[src/gpde_pkg.sv]
`default_nettype none
package gpde_pkg;

  localparam int SAMPLES_DEF  = 64;
  localparam int FFT_SIZE_DEF = 128;

  localparam int SAMPLE_W = 16;
  localparam int LAG_W    = 7;
  localparam int LEVEL_W  = 16;
  localparam int COMP_W   = 32;
  localparam int CPLX_W   = 2 * COMP_W;
  localparam int TDATA_W  = 32;
  localparam int ITER_W   = 5;

  localparam longint unsigned PI_Q30 = 64'd3373259426;

  // Datapath operation issued by the sequencer for one cycle.
  typedef enum logic [4:0] {
    OP_NONE,
    OP_LOAD,
    OP_CLEAR,
    OP_BF_RD_E,
    OP_BF_RD_O,
    OP_BF_MUL,
    OP_BF_SUM,
    OP_BF_WR_E,
    OP_BF_WR_O,
    OP_PH_RD,
    OP_PH_MUL,
    OP_PH_SUM,
    OP_PH_NORM,
    OP_PH_SQ,
    OP_PH_ADD,
    OP_PH_SQRT,
    OP_PH_DSET,
    OP_PH_DIV,
    OP_PH_WR,
    OP_CP_RD,
    OP_CP_WR,
    OP_PK_RD,
    OP_PK_CMP,
    OP_OUT
  } op_t;

  typedef struct packed {
    op_t  op;
    logic sel_b;
    logic inverse;
  } dp_cmd_t;

  typedef struct packed {
    logic norm_done;
    logic out_free;
  } dp_stat_t;

  // Q1.15 sine of 2*pi*m/2^log2n from a Taylor series in Q2.30.
  function automatic logic [15:0] sine_q15(int unsigned m, int unsigned log2n);
    longint unsigned x;
    longint unsigned x2;
    longint unsigned term;
    longint          sum;
    longint          q;
    x    = (64'd2 * 64'(m) * PI_Q30) >> log2n;
    x2   = (x * x) >> 30;
    term = x;
    sum  = longint'(x);
    term = ((term * x2) >> 30) / 64'd6;   sum = sum - longint'(term);
    term = ((term * x2) >> 30) / 64'd20;  sum = sum + longint'(term);
    term = ((term * x2) >> 30) / 64'd42;  sum = sum - longint'(term);
    term = ((term * x2) >> 30) / 64'd72;  sum = sum + longint'(term);
    term = ((term * x2) >> 30) / 64'd110; sum = sum - longint'(term);
    term = ((term * x2) >> 30) / 64'd156; sum = sum + longint'(term);
    term = ((term * x2) >> 30) / 64'd210; sum = sum - longint'(term);
    if (sum < 0) begin
      sum = 0;
    end
    q = (sum + 64'sd16384) >>> 15;
    if (q > 64'sd32767) begin
      q = 64'sd32767;
    end
    return q[15:0];
  endfunction

endpackage
`default_nettype wire

[src/gpde_ctrl.sv]
`default_nettype none
module gpde_ctrl #(
  parameter int SAMPLES  = gpde_pkg::SAMPLES_DEF,
  parameter int FFT_SIZE = gpde_pkg::FFT_SIZE_DEF,
  localparam int L  = $clog2(FFT_SIZE),
  localparam int SW = $clog2(L),
  localparam int IW = $clog2((FFT_SIZE > 2 * SAMPLES) ? FFT_SIZE : 2 * SAMPLES)
) (
  input  wire logic                        clk,
  input  wire logic                        rst,
  input  wire logic                        in_valid,
  input  wire logic                        in_last,
  output logic                             in_ready,
  input  wire gpde_pkg::dp_stat_t          stat,
  output gpde_pkg::dp_cmd_t                cmd,
  output logic [IW-1:0]                    idx,
  output logic [SW-1:0]                    stage,
  output logic [gpde_pkg::ITER_W-1:0]      iter
);

  typedef enum logic [22:0] {
    ST_LOAD    = 23'd1 << 0,
    ST_CLEAR   = 23'd1 << 1,
    ST_BF_E    = 23'd1 << 2,
    ST_BF_O    = 23'd1 << 3,
    ST_BF_MUL  = 23'd1 << 4,
    ST_BF_SUM  = 23'd1 << 5,
    ST_BF_WE   = 23'd1 << 6,
    ST_BF_WO   = 23'd1 << 7,
    ST_PH_RD   = 23'd1 << 8,
    ST_PH_MUL  = 23'd1 << 9,
    ST_PH_SUM  = 23'd1 << 10,
    ST_PH_NORM = 23'd1 << 11,
    ST_PH_SQ   = 23'd1 << 12,
    ST_PH_ADD  = 23'd1 << 13,
    ST_PH_SQRT = 23'd1 << 14,
    ST_PH_DSET = 23'd1 << 15,
    ST_PH_DIV  = 23'd1 << 16,
    ST_PH_WR   = 23'd1 << 17,
    ST_CP_RD   = 23'd1 << 18,
    ST_CP_WR   = 23'd1 << 19,
    ST_PK_RD   = 23'd1 << 20,
    ST_PK_CMP  = 23'd1 << 21,
    ST_OUT     = 23'd1 << 22
  } state_t;

  typedef enum logic [1:0] {
    PASS_A,
    PASS_B,
    PASS_INV
  } pass_t;

  localparam int SQRT_LAST = 30;
  localparam int DIV_LAST  = 15;

  state_t                      state, state_next;
  pass_t                       pass, pass_next;
  logic [IW-1:0]               idx_next;
  logic [SW-1:0]               stage_next;
  logic [gpde_pkg::ITER_W-1:0] iter_next;
  logic                        last_bin;

  assign last_bin = (idx == IW'(FFT_SIZE - 1));
  assign in_ready = (state == ST_LOAD);

  always_comb begin
    state_next  = state;
    pass_next   = pass;
    idx_next    = idx;
    stage_next  = stage;
    iter_next   = iter;
    cmd.op      = gpde_pkg::OP_NONE;
    cmd.sel_b   = (pass != PASS_A);
    cmd.inverse = (pass == PASS_INV);
    case (state)
      ST_LOAD: begin
        if (in_valid) begin
          cmd.op = gpde_pkg::OP_LOAD;
          if (in_last) begin
            state_next = ST_CLEAR;
            idx_next   = '0;
          end
        end
      end
      ST_CLEAR: begin
        cmd.op   = gpde_pkg::OP_CLEAR;
        idx_next = idx + IW'(1);
        if (last_bin) begin
          state_next = ST_BF_E;
          idx_next   = '0;
          stage_next = '0;
          pass_next  = PASS_A;
        end
      end
      ST_BF_E: begin
        cmd.op     = gpde_pkg::OP_BF_RD_E;
        state_next = ST_BF_O;
      end
      ST_BF_O: begin
        cmd.op     = gpde_pkg::OP_BF_RD_O;
        state_next = ST_BF_MUL;
      end
      ST_BF_MUL: begin
        cmd.op     = gpde_pkg::OP_BF_MUL;
        state_next = ST_BF_SUM;
      end
      ST_BF_SUM: begin
        cmd.op     = gpde_pkg::OP_BF_SUM;
        state_next = ST_BF_WE;
      end
      ST_BF_WE: begin
        cmd.op     = gpde_pkg::OP_BF_WR_E;
        state_next = ST_BF_WO;
      end
      ST_BF_WO: begin
        cmd.op     = gpde_pkg::OP_BF_WR_O;
        state_next = ST_BF_E;
        idx_next   = idx + IW'(1);
        if (idx == IW'(FFT_SIZE / 2 - 1)) begin
          idx_next   = '0;
          stage_next = stage + SW'(1);
          if (stage == SW'(L - 1)) begin
            stage_next = '0;
            case (pass)
              PASS_A: begin
                pass_next = PASS_B;
              end
              PASS_B: begin
                state_next = ST_PH_RD;
              end
              default: begin
                state_next = ST_PK_RD;
              end
            endcase
          end
        end
      end
      ST_PH_RD: begin
        cmd.op     = gpde_pkg::OP_PH_RD;
        state_next = ST_PH_MUL;
      end
      ST_PH_MUL: begin
        cmd.op     = gpde_pkg::OP_PH_MUL;
        state_next = ST_PH_SUM;
      end
      ST_PH_SUM: begin
        cmd.op     = gpde_pkg::OP_PH_SUM;
        state_next = ST_PH_NORM;
      end
      ST_PH_NORM: begin
        cmd.op = gpde_pkg::OP_PH_NORM;
        if (stat.norm_done) begin
          state_next = ST_PH_SQ;
        end
      end
      ST_PH_SQ: begin
        cmd.op     = gpde_pkg::OP_PH_SQ;
        state_next = ST_PH_ADD;
      end
      ST_PH_ADD: begin
        cmd.op     = gpde_pkg::OP_PH_ADD;
        state_next = ST_PH_SQRT;
        iter_next  = '0;
      end
      ST_PH_SQRT: begin
        cmd.op    = gpde_pkg::OP_PH_SQRT;
        iter_next = iter + gpde_pkg::ITER_W'(1);
        if (iter == gpde_pkg::ITER_W'(SQRT_LAST)) begin
          state_next = ST_PH_DSET;
        end
      end
      ST_PH_DSET: begin
        cmd.op     = gpde_pkg::OP_PH_DSET;
        state_next = ST_PH_DIV;
        iter_next  = '0;
      end
      ST_PH_DIV: begin
        cmd.op    = gpde_pkg::OP_PH_DIV;
        iter_next = iter + gpde_pkg::ITER_W'(1);
        if (iter == gpde_pkg::ITER_W'(DIV_LAST)) begin
          state_next = ST_PH_WR;
        end
      end
      ST_PH_WR: begin
        cmd.op     = gpde_pkg::OP_PH_WR;
        state_next = ST_PH_RD;
        idx_next   = idx + IW'(1);
        if (last_bin) begin
          state_next = ST_CP_RD;
          idx_next   = '0;
        end
      end
      ST_CP_RD: begin
        cmd.op     = gpde_pkg::OP_CP_RD;
        state_next = ST_CP_WR;
      end
      ST_CP_WR: begin
        cmd.op     = gpde_pkg::OP_CP_WR;
        state_next = ST_CP_RD;
        idx_next   = idx + IW'(1);
        if (last_bin) begin
          state_next = ST_BF_E;
          idx_next   = '0;
          stage_next = '0;
          pass_next  = PASS_INV;
        end
      end
      ST_PK_RD: begin
        cmd.op     = gpde_pkg::OP_PK_RD;
        state_next = ST_PK_CMP;
      end
      ST_PK_CMP: begin
        cmd.op     = gpde_pkg::OP_PK_CMP;
        state_next = ST_PK_RD;
        idx_next   = idx + IW'(1);
        if (idx == IW'(2 * SAMPLES - 2)) begin
          state_next = ST_OUT;
          idx_next   = '0;
        end
      end
      ST_OUT: begin
        if (stat.out_free) begin
          cmd.op     = gpde_pkg::OP_OUT;
          state_next = ST_LOAD;
        end
      end
      default: begin
        state_next = ST_LOAD;
      end
    endcase
  end

  always_ff @(posedge clk) begin
    if (rst) begin
      state <= ST_LOAD;
      pass  <= PASS_A;
      idx   <= '0;
      stage <= '0;
      iter  <= '0;
    end else begin
      state <= state_next;
      pass  <= pass_next;
      idx   <= idx_next;
      stage <= stage_next;
      iter  <= iter_next;
    end
  end

endmodule
`default_nettype wire

[config.mk]
export PLATFORM = sky130hd
export DESIGN_NAME = gpde_ctrl
export DESIGN_NICKNAME = d
export VERILOG_FILES = /design/src/gpde_pkg.sv /design/src/gpde_ctrl.sv
export SDC_FILE = /design/constraint.sdc
export NUM_CORES = 1
export LEC_CHECK = 0
export ABC_AREA = 1
export BUFFER_PORTS_ARGS = -buffer_cell sky130_fd_sc_hd__buf_2
export CAP_MARGIN = 20
export CELL_PAD_IN_SITES_DETAIL_PLACEMENT = 1
export CELL_PAD_IN_SITES_GLOBAL_PLACEMENT = 2
export CORE_UTILIZATION = 29
export CTS_CLUSTER_DIAMETER = 30
export CTS_CLUSTER_SIZE = 10
export DETAILED_ROUTE_END_ITERATION = 10
export PLACE_DENSITY = 0.83
export REMOVE_ABC_BUFFERS = 1
export SLEW_MARGIN = 0
export SYNTH_ARGS = -nofsm -noshare
export SYNTH_HDL_FRONTEND = slang
export SYNTH_SLANG_ARGS = --single-unit
[constraint.sdc]
create_clock -name clk -period 1.7 [get_ports clk]
set_clock_uncertainty 0.1 [all_clocks]
set_input_delay 0.34 -clock clk [delete_from_list [all_inputs] [get_ports clk]]
set_output_delay 0.34 -clock clk [all_outputs]
set_load 0.005 [all_outputs]
# ---- Word-level counts from Yosys, hierarchy flattened
# Cells that the tools add are included.
dict set report word_totals {
  register_bits 40
  latch_bits 0
  mem_bits_rw 0
  mem_bits_ro 0
  inputBits 6
  output_inout_bits 23
  word_cells 99
  n_memories 0
}
dict set report op_classes {
  addsub 3
  n_mul 0
  n_div 0
  magnitude_cmp 0
  eq_ne 43
  shift 0
  muxes 34
  n_bitwise 0
  n_reduce_logical 14
}
# op count
set ops {}
lappend ops {{$pmux W23 S23} 1}
lappend ops {{$mux W23} 8}
lappend ops {{$pmux W5 S23} 1}
lappend ops {{$mux W21} 2}
lappend ops {{$pmux W21 S2} 1}
lappend ops {{$mux W19} 2}
lappend ops {{$mux W7} 5}
lappend ops {{$pmux W7 S4} 1}
lappend ops {{$eq A23 B1 Y1 const B} 1}
lappend ops {{$eq A23 B10 Y1 const B} 1}
lappend ops {{$eq A23 B11 Y1 const B} 1}
lappend ops {{$eq A23 B12 Y1 const B} 1}
lappend ops {{$eq A23 B13 Y1 const B} 1}
lappend ops {{$eq A23 B14 Y1 const B} 1}
lappend ops {{$eq A23 B15 Y1 const B} 1}
lappend ops {{$eq A23 B16 Y1 const B} 1}
lappend ops {{$eq A23 B17 Y1 const B} 1}
lappend ops {{$eq A23 B18 Y1 const B} 1}
lappend ops {{$eq A23 B19 Y1 const B} 1}
lappend ops {{$eq A23 B2 Y1 const B} 1}
lappend ops {{$eq A23 B20 Y1 const B} 1}
lappend ops {{$eq A23 B21 Y1 const B} 1}
lappend ops {{$eq A23 B22 Y1 const B} 1}
lappend ops {{$eq A23 B23 Y1 const B} 1}
lappend ops {{35 further kinds} 57}

# ---- Longest topological paths before layout
# Gate-level depths: netlist of the first run.
dict set report logic_depth {
  depth_word 5
  depth_mapped 12
  mapped_depth_nobuf 12
}

# ---- Worst setup path before layout of the first run
# Ideal clock, no wire load.
dict set report synth_path {
  path_kind {flip-flop to output port}
  from {register state[20]}
  to {output port cmd[5] (netlist name)}
  t_arrival_ns 1.349
  t_required_ns 1.260
  path_slack_ns -0.089
  stages_incl_launch_ff 10
  n_path_buf 0
  path_cell_list {dfxtp_1 nor2_1 nand2_2 nor2_8 nand2_1 nor3_1 nor2_1 nand2_1 nor2_1 inv_1}
}
# item line_no
set synth_lines {}
lappend synth_lines {{start, declared} gpde_ctrl.sv:56} ;# state_t state, state_next;
lappend synth_lines {{start signal, assigned} gpde_ctrl.sv:241} ;# state <= state_next;
lappend synth_lines {{end, declared} gpde_ctrl.sv:15} ;# output gpde_pkg::dp_cmd_t cmd,

==> results of run 1 <==
Yosys cell counts (5+ instances only):
cell / count
nand3b_1: 5
nand3_2: 8
nand2_4: 7
nand3_1: 56
inv_1: 63
a21oi_1: 26
nand2_1: 70
ha_1: 5
nor2_2: 14
dfxtp_1: 40
inv_2: 5
nor3_1: 9
nand4_1: 17
nor2_1: 69
power groups by stage:
stage          clock, mW  sequential [mW]  combinational (mW)
6_report           0.740             1.03                1.73
5_1_grt            0.776             1.03                1.79
2_1_floorplan          0             1.04               0.473
3_5_place_dp           0             1.03               0.860
4_1_cts            0.724             1.01                1.38
3_3_place_gp           0             1.03               0.823
stage by stage:
step / std cells / util, % / total power [mW] / TNS, ns
2_1_floorplan: 429 / - / 1.51 / -1.17
3_3_place_gp: 686 / 41.3 / 1.85 / -7.67
3_5_place_dp: 686 / 41.3 / 1.89 / -10.20
4_1_cts: 743 / 54.6 / 3.12 / -9.69
5_1_grt: 771 / 61.6 / 3.59 / -22.09
6_report: 771 / 61.6 / 3.50 / -20.62
cell families (layout without fill, tap and decap cells):
group / count (synthesis) / count (layout) / share of synthesized area (%)
simple gates: 276 / 278 / 50.7
buf+inv: 76 / 279 / 11.0
flops: 40 / 40 / 27.9
compound gates: 33 / 33 / 6.10
xor+xnor: 7 / 7 / 2.14
fa+ha+maj: 5 / 5 / 2.18
flip-flops by register name, summed over array words and instances (netlist names):
signal and count:
state 23, idx 7, iter 5, stage 3, pass 2
cells in the final DEF (no fill, tap or decap), types with 20 or more instances in the layout:
cell type | Yosys | layout
dfxtp_2 | 0 | 24
nor2_4 | 2 | 26
nand3_2 | 8 | 20
buf_2 | 0 | 27
buf_4 | 1 | 116
inv_1 | 63 | 49
a21oi_2 | 1 | 21
nand2_4 | 7 | 20
nor2_1 | 69 | 47
buf_6 | 2 | 47
nand2_1 | 70 | 41
nand3_1 | 56 | 27
cell type report:
type,count,area (um2),area share [%]
clock buffers,6,82.6,1.42
clock inverters,2,10.0,0.172
inverters,68,279,4.81
multi-input cells,323,2640,45.5
flip-flops and latches,40,835,14.4
well taps,129,161,2.78
repair buffers,203,1790,30.9
worst max-delay path, delay by kind of cell, from the launching register on:
family	cells	cell delay [ns]
flip-flops	1	0.35
buffers and inverters	4	0.62
AND/OR/NAND/NOR	6	0.74
repair_timing:
action                     4_1_cts  5_1_grt
gates cloned                     4        0
setup endpoints to repair       40       41
pin swaps                       67       48
hold buffers                     0        0
gates resized for setup        185      115
setup buffers                   52       35
metal layers:
metal,vias to the layer above,GRT usage (%)
li1,1837,-
met1,2128,34.4
met2,224,59.3
met3,100,3.31
met4,0,15.8
met5,-,0
worst min-delay path by stage:
stage	end	slack, ns	depth (start not counted)
floorplan	idx[0]	0.31	1
global placement	idx[6]	0.37	2
detailed placement	idx[6]	0.37	2
CTS	state[7]	0.33	2
global route	state[0]	0.36	4
finish	state[0]	0.36	4
==> results.yml, run 1 <==
status:
  status: "complete, but fails checks"
  failed_checks: "setup timing"
min_path:
  hp-start: "in_last"
  hp-class: "in2reg"
power_and_ir_drop:
  vdd_drop_max_mv: 0.460
  pwr-share-comb_pct: 49.5
  p_int_mw: 2.06
  clockPowerShare_pct: 21.1
  power_density_nw_per_um2: 603
  switchingPower_mw: 1.44
  seqPwrFrac_pct: 29.3
  switching_share_pct: 41.0
  p_leak_nw: 2.75
cells_and_area:
  finalNetCount: 652
  antenna_cells: 0
  area_growth_pct: 102
  fillerInstances: 1108
  final_layout_size_suffix_gt1_share_pct: 65.3
  fin_area_um2: 5800
sta:
  fin_crit_ns: 2.48
  finalCritPeriodShare_pct: 146
  setup_violations: 41
  hold_slack_ns: 0.359
  max_freq_mhz: 404
  rsz0062_at_grt: "yes"
  finalHoldViolations: 0
  slew_headroom_pct: 67.2
  tightest_slew_ns: 0.491
  timing.final.ws_setup_ns: -0.776
  drv_slew: 0
setup_path:
  critPathSlowestCell: "dfxtp_2"
  crit_path_end_kind: "output port"
  cp-endpoint: "cmd[2]"
  cpPeakStageDelay_ns: 0.35
  criticalPathCategory: "reg2out"
  r2r_cells: 14
  start_kind: "register"
  rrSetupSlack_ns: -0.70
  arrival_ns: 2.04
  r2r-start: "state[12]"
  crit_required_ns: 1.26
  crit_start: "state[8]"
  r2r_end: "state[3]"
  crit_chain: "nor2_4 -> nand2_4 -> buf_12 -> nor3_1 -> buf_4 -> nand3_1 -> inv_1 -> nor3_2 -> nand2_1 -> buf_2"
  crit_fanout: 5
detailed_routing:
  maxUsedRoutingLayer: "met4"
  first_pass_iters: 5
  post_drt_wl_per_cell_um: 24.9
  vias: 4289
  wl_met2_um: 9650
  ant_nets: 0
  route.met3.wl_um: 1090
  wl_um: 19200
  via_per_inst: 5.56
  drc_errors: 0
  drt_iter0_markers: 242
  wl_met1_um: 7300
clocking:
  cts.path.max_buffers: 2
  cts_tree: "done"
  path_clk_slew_ns: 0.10
  clockRootBuffer: "clkbuf_8"
  clk_latency_ns: 0.32
  clock_sinks: 40
  numCtsBuffers: 5
  htreeDepth: 2
place:
  dp_worst_setup_slack_ns: -0.378
  io_buffers: 28
  gp_congestion: 0.865
  hpwl_um: 8220
  place_area_um2: 3890
global_routing:
  antenna_found_initial: 0
  grt_max_degree: 16
  grt.overflow.total: 0
  grt_pass1_vias: 4441
  grt_util_all_layers_pct: 31.3
  grt_pass1_wl_um: 24100
logic_synthesis:
  synth_ff_type: "dfxtp_1"
  synth-edff-count: 0
  synth.area.top_cells: "dfxtp_1 (28%), nand3_1 (9.8%), nand2_1 (9.2%)"
  synth_top_area_share_pct: 27.9
  synthesis.area_um2: 2870
  postSynthAreaPerCell_um2: 6.57
  seq_area_frac_synth_pct: 27.9
  synth_top_area_cell: "dfxtp_1"
  yosysWarnings: 0
  ys_ff_latch: 40
  netlist_instances: 437
  synthArstFlopShare_pct: 0
  yosysUniqueCellTypes: 34
floorplanning:
  die_width_um: 101
  dieArea_um2: 10300
  die_h_um: 101
  initial_core_util_pct: 30.5
  coreArea_um2: 9420
  ios: 29
  row_count: 35
flow_run:
  drv_cap: 0
(Power assumes the default switching activity.)
==> run 2, diff against run 1 <==
PLACE_DENSITY = not set   (was 0.83)
PLACE_DENSITY_LB_ADDON = 0.1   (was not set)
RECOVER_POWER = 25   (was not set)
==> run 2 against run 1 <==
  * Clock power decreased by 3.9%
  * Sequential power about the same
  * Via count decreased by 15%
  * The run still ends with setup timing left
  * Utilization decreased by 6.3 points
  * Register-to-register slack improved by 0.36 ns
  * Hold slack got worse by 0.029 ns
  * Non-clock buffer count decreased by 26
  * First-iteration DRC count decreased by 67%
  * Fmax increased by 7.9%
  * Total power decreased by 9.6%
  * Sequential cell count unchanged
==> results.yml, run 2 (synthesized netlist as in run 1, its figures left out) <==
sta:
  fin_crit_ns: 2.29
  setup_violations: 39
  drv_slew: 0
  slew_headroom_pct: 74.3
  finalCritPeriodShare_pct: 135
  max_freq_mhz: 436
  finalHoldViolations: 0
  tightest_slew_ns: 0.385
  rsz0062_at_grt: "yes"
  hold_slack_ns: 0.330
  timing.final.ws_setup_ns: -0.595
cells_and_area:
  final_layout_size_suffix_gt1_share_pct: 57.8
  fillerInstances: 1169
  post-route-util_pct: 55.4
  finalNetCount: 626
  fin_area_um2: 5210
  largest_register: "state"
  area_growth_pct: 81.6
  reg.largest.list: "state: 23 flops, idx: 7 flops, iter: 5 flops"
  largest_reg_flops: 23
  final_cell_mix: "buf_4 (115), inv_1 (54), nor2_1 (48)"
  finalNonFillerCells: 745
  antenna_cells: 0
  final_common_cell: "buf_4"
global_routing:
  grt_max_degree: 16
  grt.overflow.total: 0
  grt_pass1_vias: 3670
  grt_util_all_layers_pct: 24.0
  antenna_found_initial: 0
  grt_pass1_wl_um: 18700
place:
  gp_congestion: 0.852
  placed_cells: 694
  hpwl_um: 8300
  io_buffers: 28
  place_area_um2: 3940
flow_run:
  drv_cap: 0
status:
  failed_checks: "setup timing"
  status: "complete, but fails checks"
setup_path:
  crit_required_ns: 1.26
  start_kind: "register"
  criticalPathCategory: "reg2out"
  crit_fanout: 5
  crit_path_end_kind: "output port"
  arrival_ns: 1.85
clocking:
  cts_tree: "done"
  clk_latency_ns: 0.31
  htreeDepth: 2
  numCtsBuffers: 5
  clockRootBuffer: "clkbuf_8"
  clock_sinks: 40
  path_clk_slew_ns: 0.08
  cts.path.max_buffers: 2
detailed_routing:
  post_drt_wl_per_cell_um: 17.6
  via_per_inst: 4.91
  wl_um: 13100
  ant_nets: 0
  drt_iter0_markers: 79
  drc_errors: 0
  vias: 3658
  first_pass_iters: 4
power_and_ir_drop:
  p_leak_nw: 2.49
  vdd_drop_max_mv: 0.385
  power_density_nw_per_um2: 606
  power_mw: 3.16
floorplanning:
  die_width_um: 101
  coreArea_um2: 9420
  die_h_um: 101
  dieArea_um2: 10300
  ios: 29
  row_count: 35
  initial_core_util_pct: 30.5
min_path:
  hp-class: "in2reg"
-- run 2: cell type report --
type / instances / area, um2 / share of cell area (%)
clock buffer: 8 / 90.1 / 1.73
inverter: 68 / 272 / 5.21
multi-input combinational: 323 / 2430 / 46.6
sequential: 40 / 830 / 15.9
tap: 129 / 161 / 3.10
timing repair buffer: 177 / 1430 / 27.5
-- run 2: power breakdown --
part | internal, mW | switching (mW) | leakage [nW] | total [mW]
Combinational | 0.636 | 0.804 | 2.11 | 1.44
Clock | 0.332 | 0.379 | 0.0455 | 0.711
Sequential | 0.977 | 0.0328 | 0.333 | 1.01
-- run 2: final timing paths --
| check | startpoint | to | slack (ns) | depth (start not counted) |
|---|---|---|---|---|
| worst max-delay path | state[21] | cmd[2] | -0.59 | 10 |
| worst min-delay path | rst | idx[1] | 0.33 | 2 |
| worst max register to register | state[15] | idx[4] | -0.34 | 13 |
| worst min register to register | idx[6] | idx[6] | 0.39 | 2 |
-- run 2: per-stage QoR --
stage	TNS, ns	setup WS [ns]
final	-11.51	-0.595
after global routing	-14.48	-0.658
after CTS	-8.04	-0.546
after detailed placement	-9.85	-0.380
after global placement	-8.22	-0.360
after floorplan	-1.17	-0.164
-- run 2: repair_timing --
item,4_1_cts,5_1_grt
endpoints found under the setup margin,41,41
gates resized for setup,127,90
setup buffers,27,16
hold buffers,0,0
pin swaps,34,36
cloned,3,1
-- run 2: layer usage --
metal | up-vias | share of wire [%] | global-route usage (%)
met5 | - | 0 | 0
met4 | 0 | 3.9 | 8.81
met3 | 32 | 1.8 | 3.59
met2 | 58 | 51 | 41.8
met1 | 1793 | 44 | 30.0
li1 | 1775 | - | -
-- run 2: worst max-delay path, cell delays in order, from the launching register on --
cell      delay, ns
dfxtp_2        0.37
nor2_4         0.05
nand2_4        0.09
nor2_8         0.07
nand2_2        0.10
inv_2          0.07
nand2_1        0.16
nand4_1        0.15
a211oi_2       0.25
nand2_1        0.09
buf_2          0.13
